**src/cfsc_pkg.sv**
```systemverilog
// Shared types, codes and calendar tables for the clock field setting controller.
// No dependencies; the design files refer to it by scoped names, the testbench files import it.
`default_nettype none

package cfsc_pkg;

    // item kinds
    localparam logic [2:0] KIND_ENTER = 3'd0;
    localparam logic [2:0] KIND_NEXT  = 3'd1;
    localparam logic [2:0] KIND_PLUS  = 3'd2;
    localparam logic [2:0] KIND_MINUS = 3'd3;
    localparam logic [2:0] KIND_TICK  = 3'd4;
    localparam logic [2:0] KIND_OTHER = 3'd5;

    // field positions
    localparam logic [2:0] POS_YEAR         = 3'd0;
    localparam logic [2:0] POS_MONTH        = 3'd1;
    localparam logic [2:0] POS_DAY          = 3'd2;
    localparam logic [2:0] POS_HOUR         = 3'd3;
    localparam logic [2:0] POS_MINUTE       = 3'd4;
    localparam logic [2:0] POS_ALARM_ICON   = 3'd5;
    localparam logic [2:0] POS_ALARM_HOUR   = 3'd6;
    localparam logic [2:0] POS_ALARM_MINUTE = 3'd7;

    // field bounds
    localparam logic [6:0] YEAR_MIN   = 7'd11;
    localparam logic [6:0] YEAR_MAX   = 7'd100;
    localparam logic [3:0] MONTH_MAX  = 4'd12;
    localparam logic [4:0] HOUR_MAX   = 5'd23;
    localparam logic [5:0] MINUTE_MAX = 6'd59;
    localparam logic [7:0] IDLE_MAX   = 8'd255;

    localparam logic [7:0] TIMEOUT_RESET = 8'd20;

    // input word
    typedef struct packed {
        logic [2:0] kind;
        logic [6:0] load_year;
        logic [3:0] load_month;
        logic [4:0] load_day;
        logic [4:0] load_hour;
        logic [5:0] load_minute;
        logic [4:0] load_alarm_hour;
        logic [5:0] load_alarm_minute;
    } in_word_t;

    // result word
    typedef struct packed {
        logic       in_setting;
        logic [2:0] position;
        logic [6:0] year;
        logic [3:0] month;
        logic [4:0] day;
        logic [4:0] hour;
        logic [5:0] minute;
        logic [4:0] alarm_hour;
        logic [5:0] alarm_minute;
        logic       alarm_on;
        logic       commit;
        logic       timed_out;
    } out_word_t;

    // controller state
    typedef struct packed {
        logic       active;
        logic [2:0] position;
        logic [7:0] idle;
        logic [6:0] year;
        logic [3:0] month;
        logic [4:0] day;
        logic [4:0] hour;
        logic [5:0] minute;
        logic [4:0] alarm_hour;
        logic [5:0] alarm_minute;
        logic       alarm_on;
    } state_t;

    localparam state_t STATE_RESET = '{
        active:       1'b0,
        position:     POS_YEAR,
        idle:         8'd0,
        year:         7'd11,
        month:        4'd1,
        day:          5'd1,
        hour:         5'd0,
        minute:       6'd0,
        alarm_hour:   5'd0,
        alarm_minute: 6'd0,
        alarm_on:     1'b0
    };

    // days in a month; out-of-range months count 31, february 29 in leap years
    // for years below 128 the leap rule reduces to a multiple of 4 other than 100
    function automatic logic [4:0] month_length(input logic [6:0] y, input logic [3:0] m);
        logic leap;
        logic [4:0] len;
        begin
            leap = (y[1:0] == 2'b00) && (y != YEAR_MAX);
            unique case (m)
                4'd2:    len = leap ? 5'd29 : 5'd28;
                4'd4:    len = 5'd30;
                4'd6:    len = 5'd30;
                4'd9:    len = 5'd30;
                4'd11:   len = 5'd30;
                default: len = 5'd31;
            endcase
            return len;
        end
    endfunction

endpackage

`default_nettype wire

```
**src/cfsc_adjust.sv**
```systemverilog
// Plus/minus adjustment of the field selected by the current position.
// Depends on cfsc_pkg for the state type, position codes and month lengths.
`default_nettype none

module cfsc_adjust (
    input  wire cfsc_pkg::state_t cur,
    input  wire                   up,
    output cfsc_pkg::state_t      adj
);

    logic [4:0] len;
    logic [5:0] day_inc;

    assign len     = cfsc_pkg::month_length(cur.year, cur.month);
    assign day_inc = {1'b0, cur.day} + 6'd1;

    // wrap the selected field up or down; the year stops at its minimum going down, the alarm icon stays
    always_comb
    begin
        adj = cur;
        unique case (cur.position)
            cfsc_pkg::POS_YEAR:
            begin
                if (up)
                    adj.year = (cur.year >= cfsc_pkg::YEAR_MAX) ? cfsc_pkg::YEAR_MIN
                                                                : cur.year + 7'd1;
                else
                    adj.year = (cur.year <= cfsc_pkg::YEAR_MIN) ? cfsc_pkg::YEAR_MIN
                                                                : cur.year - 7'd1;
            end
            cfsc_pkg::POS_MONTH:
            begin
                if (up)
                    adj.month = (cur.month >= cfsc_pkg::MONTH_MAX) ? 4'd1 : cur.month + 4'd1;
                else
                    adj.month = (cur.month <= 4'd1 || cur.month > cfsc_pkg::MONTH_MAX)
                              ? cfsc_pkg::MONTH_MAX : cur.month - 4'd1;
            end
            cfsc_pkg::POS_DAY:
            begin
                if (up)
                    adj.day = (day_inc > {1'b0, len}) ? 5'd1 : day_inc[4:0];
                else
                    adj.day = (cur.day <= 5'd1) ? len : cur.day - 5'd1;
            end
            cfsc_pkg::POS_HOUR:
            begin
                if (up)
                    adj.hour = (cur.hour >= cfsc_pkg::HOUR_MAX) ? 5'd0 : cur.hour + 5'd1;
                else
                    adj.hour = (cur.hour == 5'd0 || cur.hour > cfsc_pkg::HOUR_MAX)
                             ? cfsc_pkg::HOUR_MAX : cur.hour - 5'd1;
            end
            cfsc_pkg::POS_MINUTE:
            begin
                if (up)
                    adj.minute = (cur.minute >= cfsc_pkg::MINUTE_MAX) ? 6'd0
                                                                      : cur.minute + 6'd1;
                else
                    adj.minute = (cur.minute == 6'd0 || cur.minute > cfsc_pkg::MINUTE_MAX)
                               ? cfsc_pkg::MINUTE_MAX : cur.minute - 6'd1;
            end
            cfsc_pkg::POS_ALARM_ICON:
            begin
                adj = cur;
            end
            cfsc_pkg::POS_ALARM_HOUR:
            begin
                if (up)
                    adj.alarm_hour = (cur.alarm_hour >= cfsc_pkg::HOUR_MAX) ? 5'd0
                                                                            : cur.alarm_hour + 5'd1;
                else
                    adj.alarm_hour = (cur.alarm_hour == 5'd0
                                      || cur.alarm_hour > cfsc_pkg::HOUR_MAX)
                                   ? cfsc_pkg::HOUR_MAX : cur.alarm_hour - 5'd1;
            end
            cfsc_pkg::POS_ALARM_MINUTE:
            begin
                if (up)
                    adj.alarm_minute = (cur.alarm_minute >= cfsc_pkg::MINUTE_MAX) ? 6'd0
                                     : cur.alarm_minute + 6'd1;
                else
                    adj.alarm_minute = (cur.alarm_minute == 6'd0
                                        || cur.alarm_minute > cfsc_pkg::MINUTE_MAX)
                                     ? cfsc_pkg::MINUTE_MAX : cur.alarm_minute - 6'd1;
            end
        endcase
    end

endmodule

`default_nettype wire

```
**src/cfsc_update.sv**
```systemverilog
// Next-state and result logic for one input word of the setting controller.
// Depends on cfsc_pkg and instantiates cfsc_adjust for plus/minus edits.
`default_nettype none

module cfsc_update (
    input  wire cfsc_pkg::state_t   cur,
    input  wire cfsc_pkg::in_word_t word,
    input  wire [7:0]               timeout,
    output cfsc_pkg::state_t        nxt,
    output cfsc_pkg::out_word_t     result
);

    cfsc_pkg::state_t adj;
    logic             commit;
    logic             timed_out;
    logic [7:0]       idle_inc;

    cfsc_adjust u_adjust (
        .cur (cur),
        .up  (word.kind == cfsc_pkg::KIND_PLUS),
        .adj (adj)
    );

    assign idle_inc = (cur.idle < cfsc_pkg::IDLE_MAX) ? cur.idle + 8'd1 : cur.idle;

    // state transition
    always_comb
    begin
        nxt       = cur;
        commit    = 1'b0;
        timed_out = 1'b0;
        if (word.kind == cfsc_pkg::KIND_ENTER)
        begin
            nxt.year         = word.load_year;
            nxt.month        = word.load_month;
            nxt.day          = word.load_day;
            nxt.hour         = word.load_hour;
            nxt.minute       = word.load_minute;
            nxt.alarm_hour   = word.load_alarm_hour;
            nxt.alarm_minute = word.load_alarm_minute;
            nxt.position     = cfsc_pkg::POS_YEAR;
            nxt.idle         = 8'd0;
            nxt.active       = 1'b1;
        end
        else if (cur.active)
        begin
            if (word.kind != cfsc_pkg::KIND_TICK)
                nxt.idle = 8'd0;
            priority if (word.kind == cfsc_pkg::KIND_NEXT)
            begin
                if (cur.position == cfsc_pkg::POS_ALARM_MINUTE)
                begin
                    nxt.alarm_on = 1'b1;
                    nxt.position = cfsc_pkg::POS_YEAR;
                    nxt.active   = 1'b0;
                    commit       = 1'b1;
                end
                else
                begin
                    nxt.position = cur.position + 3'd1;
                end
            end
            else if (word.kind == cfsc_pkg::KIND_PLUS || word.kind == cfsc_pkg::KIND_MINUS)
            begin
                nxt.year         = adj.year;
                nxt.month        = adj.month;
                nxt.day          = adj.day;
                nxt.hour         = adj.hour;
                nxt.minute       = adj.minute;
                nxt.alarm_hour   = adj.alarm_hour;
                nxt.alarm_minute = adj.alarm_minute;
            end
            else if (word.kind == cfsc_pkg::KIND_TICK)
            begin
                if (idle_inc >= timeout)
                begin
                    nxt.idle   = 8'd0;
                    nxt.active = 1'b0;
                    timed_out  = 1'b1;
                end
                else
                begin
                    nxt.idle = idle_inc;
                end
            end
            else
            begin
                nxt.position = cur.position;
            end
        end
    end

    // result reflects the state after the word
    always_comb
    begin
        result.in_setting   = nxt.active;
        result.position     = nxt.position;
        result.year         = nxt.year;
        result.month        = nxt.month;
        result.day          = nxt.day;
        result.hour         = nxt.hour;
        result.minute       = nxt.minute;
        result.alarm_hour   = nxt.alarm_hour;
        result.alarm_minute = nxt.alarm_minute;
        result.alarm_on     = nxt.alarm_on;
        result.commit       = commit;
        result.timed_out    = timed_out;
    end

endmodule

`default_nettype wire

```
**src/clock_field_setting_controller.sv**
```systemverilog
// Clock field setting controller: input register, update logic, result register.
// Depends on cfsc_pkg and instantiates cfsc_update.
//
// Usage:
//   in_valid/in_ready/in_data carry one key or tick word (kind plus load values).
//   out_valid/out_ready/out_data carry one result word per input word: the
//   setting state after that word, with commit and timed_out pulses.
//   cfg_wen/cfg_wdata write the timeout in half-second ticks; write it only while idle (not enforced).
// Path: an accepted input word goes through the input register, then the
//   update logic into the result register together with the controller state;
//   out_valid rises when the result word is in the result register.
// Throughput: one word per cycle while out_ready stays high; the update of one
//   word is combinational, so the next word sees the new state.
// Stall: if out_ready is low the result register holds; the input register
//   still takes one more word, after which in_ready drops until the result
//   is taken.
// Reset: both registers empty, display mode, year 11, month 1, day 1, all
//   times zero, alarm off, timeout 20 ticks.
`default_nettype none

module clock_field_setting_controller (
    input  wire                     clk,
    input  wire                     rst_n,
    input  wire                     in_valid,
    output logic                    in_ready,
    input  wire cfsc_pkg::in_word_t in_data,
    output logic                    out_valid,
    input  wire                     out_ready,
    output cfsc_pkg::out_word_t     out_data,
    input  wire                     cfg_wen,
    input  wire [7:0]               cfg_wdata
);

    logic                in_valid_reg;
    cfsc_pkg::in_word_t  in_word_reg;
    logic                out_valid_reg;
    cfsc_pkg::out_word_t out_word_reg;
    cfsc_pkg::state_t    state_reg;
    cfsc_pkg::state_t    state_next;
    cfsc_pkg::out_word_t out_word_next;
    logic [7:0]          timeout_reg;
    logic                advance;

    // the update stage moves when it holds a word and the result slot frees up
    assign advance  = in_valid_reg && (!out_valid_reg || out_ready);
    assign in_ready = !in_valid_reg || advance;

    cfsc_update u_update (
        .cur     (state_reg),
        .word    (in_word_reg),
        .timeout (timeout_reg),
        .nxt     (state_next),
        .result  (out_word_next)
    );

    // timeout register
    always_ff @(posedge clk or negedge rst_n)
    begin
        if (!rst_n)
            timeout_reg <= cfsc_pkg::TIMEOUT_RESET;
        else if (cfg_wen)
            timeout_reg <= cfg_wdata;
    end

    // input register
    always_ff @(posedge clk or negedge rst_n)
    begin
        if (!rst_n)
            in_valid_reg <= 1'b0;
        else if (in_ready)
            in_valid_reg <= in_valid;
    end

    always_ff @(posedge clk)
    begin
        if (in_valid && in_ready)
            in_word_reg <= in_data;
    end

    // controller state and result valid
    always_ff @(posedge clk or negedge rst_n)
    begin
        if (!rst_n)
        begin
            state_reg     <= cfsc_pkg::STATE_RESET;
            out_valid_reg <= 1'b0;
        end
        else
        begin
            if (advance)
                state_reg <= state_next;
            if (advance)
                out_valid_reg <= 1'b1;
            else if (out_ready)
                out_valid_reg <= 1'b0;
        end
    end

    // result word
    always_ff @(posedge clk)
    begin
        if (advance)
            out_word_reg <= out_word_next;
    end

    assign out_valid = out_valid_reg;
    assign out_data  = out_word_reg;

endmodule

`default_nettype wire

```
**config.mk**
```make
export PLATFORM = sky130hd
export DESIGN_NAME = clock_field_setting_controller
export DESIGN_NICKNAME = d
export VERILOG_FILES = /design/src/cfsc_pkg.sv /design/src/cfsc_adjust.sv /design/src/cfsc_update.sv /design/src/clock_field_setting_controller.sv
export SDC_FILE = /design/constraint.sdc
export NUM_CORES = 1
export LEC_CHECK = 0
export ABC_AREA = 1
export BUFFER_PORTS_ARGS = -buffer_cell sky130_fd_sc_hd__buf_2
export CAP_MARGIN = 30
export CORE_MARGIN = 2
export CORE_UTILIZATION = 45
export CTS_CLUSTER_DIAMETER = 150
export DETAILED_ROUTE_END_ITERATION = 16
export GPL_ROUTABILITY_DRIVEN = 0
export SETUP_SLACK_MARGIN = 0.3
export SYNTH_ARGS = -nofsm -noshare
export SYNTH_HDL_FRONTEND = slang
export SYNTH_HIERARCHICAL = 1
export SYNTH_SLANG_ARGS = --single-unit
```
**constraint.sdc**
```tcl
create_clock -name clk -period 3.4 [get_ports clk]
set_input_delay 0.34 -clock clk [delete_from_list [all_inputs] [get_ports clk]]
set_output_delay 0.34 -clock clk [all_outputs]
set_load 0.1 [all_outputs]
```
Word level (Yosys, flattened, before mapping)

Cells that the tools add are included.

Register bits after elaboration: 147
Bits of input ports: 54
Output and inout bits: 47

Add/subtract/negate cells: 16
Order comparisons: 17
Equal/unequal tests: 17
Mux-type cells: 51
Bitwise gates (word level): 3
Reduce and logical (&&, ||, !) cells: 26

Operator list:

| kind                                                                  | number |
|---|---|
| 5-bit two-way mux                                                     | 12 |
| 51-bit two-way mux                                                    | 1 |
| 50-bit two-way mux                                                    | 1 |
| 6-bit two-way mux                                                     | 8 |
| 46-bit two-way mux                                                    | 1 |
| 38-bit two-way mux                                                    | 1 |
| 8-bit two-way mux                                                     | 4 |
| 7-bit two-way mux                                                     | 4 |
| 4-bit two-way mux                                                     | 5 |
| 5-bit by 1-bit subtractor with 5-bit output, second input constant    | 3 |
| 6-bit by 1-bit adder with 6-bit output, second input constant         | 2 |
| 3-bit by 2-bit equality test with 1-bit output, second input constant | 4 |
| 3-bit equality test, second input constant                            | 4 |
| 6-bit greater-or-equal comparator, second input constant              | 2 |
| 6-bit > comparator, second input constant                             | 2 |
| 6-bit logical NOT                                                     | 2 |
| 12-bit two-way mux                                                    | 1 |
| 6-bit by 1-bit subtractor with 6-bit output, second input constant    | 2 |
| 1-bit two-way mux                                                     | 11 |
| 5-bit by 1-bit adder with 5-bit output, second input constant         | 2 |
| 5-bit greater-or-equal comparator, second input constant              | 2 |
| 5-bit > comparator, second input constant                             | 2 |
| 5-bit logical NOT                                                     | 2 |
| 8-bit by 1-bit adder with 8-bit output, second input constant         | 1 |
| other kinds (34)                                                      | 51 |

Logic depth before layout (Yosys ltp)

Depth in word-level cells: 12
Depth in mapped cells: 20

By module

The synthesis kept the hierarchy.

By module, submodules not included:

| module                         | instances | cells an instance | area each (um2) |
|---|---|---|---|
| clock_field_setting_controller | 1         | 350               | 5,024.8 |
| cfsc_adjust                    | 1         | 504               | 2,593.7 |
| cfsc_update                    | 1         | 315               | 1,876.8 |

Worst setup path after synthesis

No wires, ideal clock.

Path kind: reg-to-reg
Start: register out_valid_reg (netlist: out_valid)
End: register in_word_reg[0] (netlist name), enable pin
Arrival: 2.774 ns
Path slack: 0.183 ns
Cell stages (with the launch flop): 4
Path buffers: 0
Cells stage by stage: dfrtp_1 > nand3_1 > nand2_1 > inv_1

Longest elaborated chain between the ends: 5

RTL lines:

| what                   | line                                 | text |
|---|---|---|
| start, declared        | clock_field_setting_controller.sv:36 | `logic out_valid_reg;` |
| start signal, assigned | clock_field_setting_controller.sv:86 | `out_valid_reg <= 1'b0;` |
| start signal, assigned | clock_field_setting_controller.sv:93 | `out_valid_reg <= 1'b1;` |
| start signal, assigned | clock_field_setting_controller.sv:95 | `out_valid_reg <= 1'b0;` |
| 1-bit logical NOT      | clock_field_setting_controller.sv:45 | `assign advance = in_valid_reg && (!out_valid_reg \|\| out_ready);` |
| 1-bit logical OR       | clock_field_setting_controller.sv:45 |  |
| 1-bit logical AND      | clock_field_setting_controller.sv:45 |  |
| 1-bit logical OR       | clock_field_setting_controller.sv:46 | `assign in_ready = !in_valid_reg \|\| advance;` |
| via in_ready           | clock_field_setting_controller.sv:25 | `output logic in_ready,` |
| 1-bit logical AND      | clock_field_setting_controller.sv:76 | `if (in_valid && in_ready)` |
| end signal, assigned   | clock_field_setting_controller.sv:77 | `in_word_reg <= in_data;` |
| end, declared          | clock_field_setting_controller.sv:35 | `cfsc_pkg::in_word_t in_word_reg;` |

The timed path passes the listed nets, and every way through them passes these cells.
A chain may end at the register's enable or synchronous reset.

==> flow_summary.toml <==
[clock_tree]
cts_buffer_depth = 2
clk_latency_ps = 430
postCtsSetupRepairBufs = 0
numCtsBuffers = 17
clk_pin_slew_worst_paths_ps = 70
post_cts_resized = 0
cts_tree = "built"
cts_root_buffer = "clkbuf_16"
cts_sinks = 147
htree_levels = 4

[pwr]
leakage_nw = 5.09
p_per_area_nw_per_um2 = 948
peakVddDrop_mv = 0.457
finalPower_mw = 9.82

[floorplan]
die-area_um2 = 22100
fp-row-count = 52
core_um2 = 20400
io_pins = 101
die_x_um = 149
fp.dieH_um = 149
initial_utilization = 0.461

[logic_synthesis]
synth_fp_nets = 1243
synth_cells = 1156
mappedNetlistArea_um2 = 9400
synth_area_per_cell_um2 = 8.13
yosysWarnings = 6

[critical_path]
r2r_slack_ps = 730
critPathBufInv = 1
arrival_ps = 3030
slowest_stage = "dfstp_2"
timing.rr.start = "state_reg[28]"
worst_ep_required_time_ps = 3770
crit_type = "reg2reg"
cp-end-kind = "register"
startpoint = "state_reg[28]"
path_max_fanout = 7
cp_top_family = "simple AND/OR/NAND/NOR gates"
reg2reg_depth = 18
r2r_end = "state_reg[23]"
cpPeakStageDelay_ps = 590
start_kind = "register"
path_cells = "inv_1, ha_1, nor2_1, nor2_1, nor2_1, and2_1, ha_1, nand2_1, nand3_1, nor2_1, nand3_2, nand3_1, nand3_1, nand2_1, mux2i_1, o21ai_1, nand3_1, nand2_1"

[hold_path]
min_from = "in_data[1]"
worstHoldEndpoint = "in_word_reg[1]"
min_path_type = "in2reg"
whs_path_depth = 1

[drt]
dr.pass1.iters = 7
routed_wl_um = 22300
vias_per_cell = 5.20
antenna_left = 0
num_vias = 7719
wire_per_inst_um = 15.0
drt_iter0_drc = 643
drc_errors = 0

[timing]
slew_viol_final = 0
fmax_mhz = 375
relSlewSlack = 0.512
worst_pin_slew_ps = 730
finalHoldViolCount = 0
skew_ps = 8.13
finalCritPeriodShare = 0.784
rsz0062_at_grt = "false"
min_period_ps = 2670
tns_ps = 0
setup_viol = 0
worst_slack_ps = 734

[finish]
syn_to_final_growth_pct = 10.2
drive_above_1_share = 0.157
instances_no_fill = 1485
diodes = 0
largest_reg_flops = 51
nets = 1289

[status]
outcome = "completed"

[global_route]
grt_max_degree = 53
grt_usage = 0.208
grt_overflow_total = 0
grt_pass1_vias = 7380
antenna_found_initial = 0
grt_pass1_wl_um = 36700

[flow_run]
maxCapViolations = 0

[placement]
dp_cells = 1452
dp_slack_ps = 775
portBuffers = 100
place_hpwl_um = 14900
[worst max-delay path by stage]
stage	end	slack, ps	cells past startpoint
3_3_place_gp	state_reg[23]	800	17
3_5_place_dp	state_reg[23]	780	18
2_1_floorplan	in_word_reg[0]	580	3
6_report	state_reg[23]	730	18
5_1_grt	state_reg[23]	480	18
4_1_cts	state_reg[23]	750	18
[power by group]
group / leakage [nW] / switching [mW] / internal, mW
Combinational: 3.20 / 3.38 / 1.48
Sequential: 1.61 / 0.624 / 2.47
Clock: 0.277 / 0.773 / 1.09
[placed cells by master, fill, tap and decap left out, types with 5 or more instances in the layout]
master	n
nor2_1	82
dfrtp_1	53
o21ai_1	30
ha_1	33
o21bai_1	5
clkbuf_16	18
o21ai_0	63
nand2_1	318
inv_1	102
nand4_1	20
buf_4	10
a21oi_1	34
nand3_1	118
buf_2	100
mux2i_1	38
inv_2	9
xor2_1	12
dfstp_2	7
edfxtp_1	86
[what timing repair did]
action                                 in CTS  in global routing
setup endpoints to repair                   0                  0
hold buffers                                1                  0
endpoints found under the hold margin       7                  0
[layer usage]
layer  track usage  routed length [µm]
met1         0.279               10500
met2         0.345               10500
met3        0.0417                1060
met4        0.0571                 245
met5             0                   0
[per-stage QoR]
stage / hold WS, ps / util / area (µm²)
3_5_place_dp: 232 / 0.480 / 9770
2_1_floorplan: 44.4 / - / 9400
4_1_cts: 63.5 / 0.509 / 10400
3_3_place_gp: 230 / 0.480 / 9770
6_report: 82.1 / 0.509 / 10400
5_1_grt: 67.0 / 0.509 / 10400
[layout make-up]
cell class                 instances  area [µm²]
fill                            1956       10000
sequential                       147        4120
clock inverter                    11        98.8
timing repair buffer             114         646
multi-input combinational        810        4260
tap                              270         338
inverter                         112         420
clock buffer                      21         482
No activity file was read; power rests on OpenSTA's default activity.
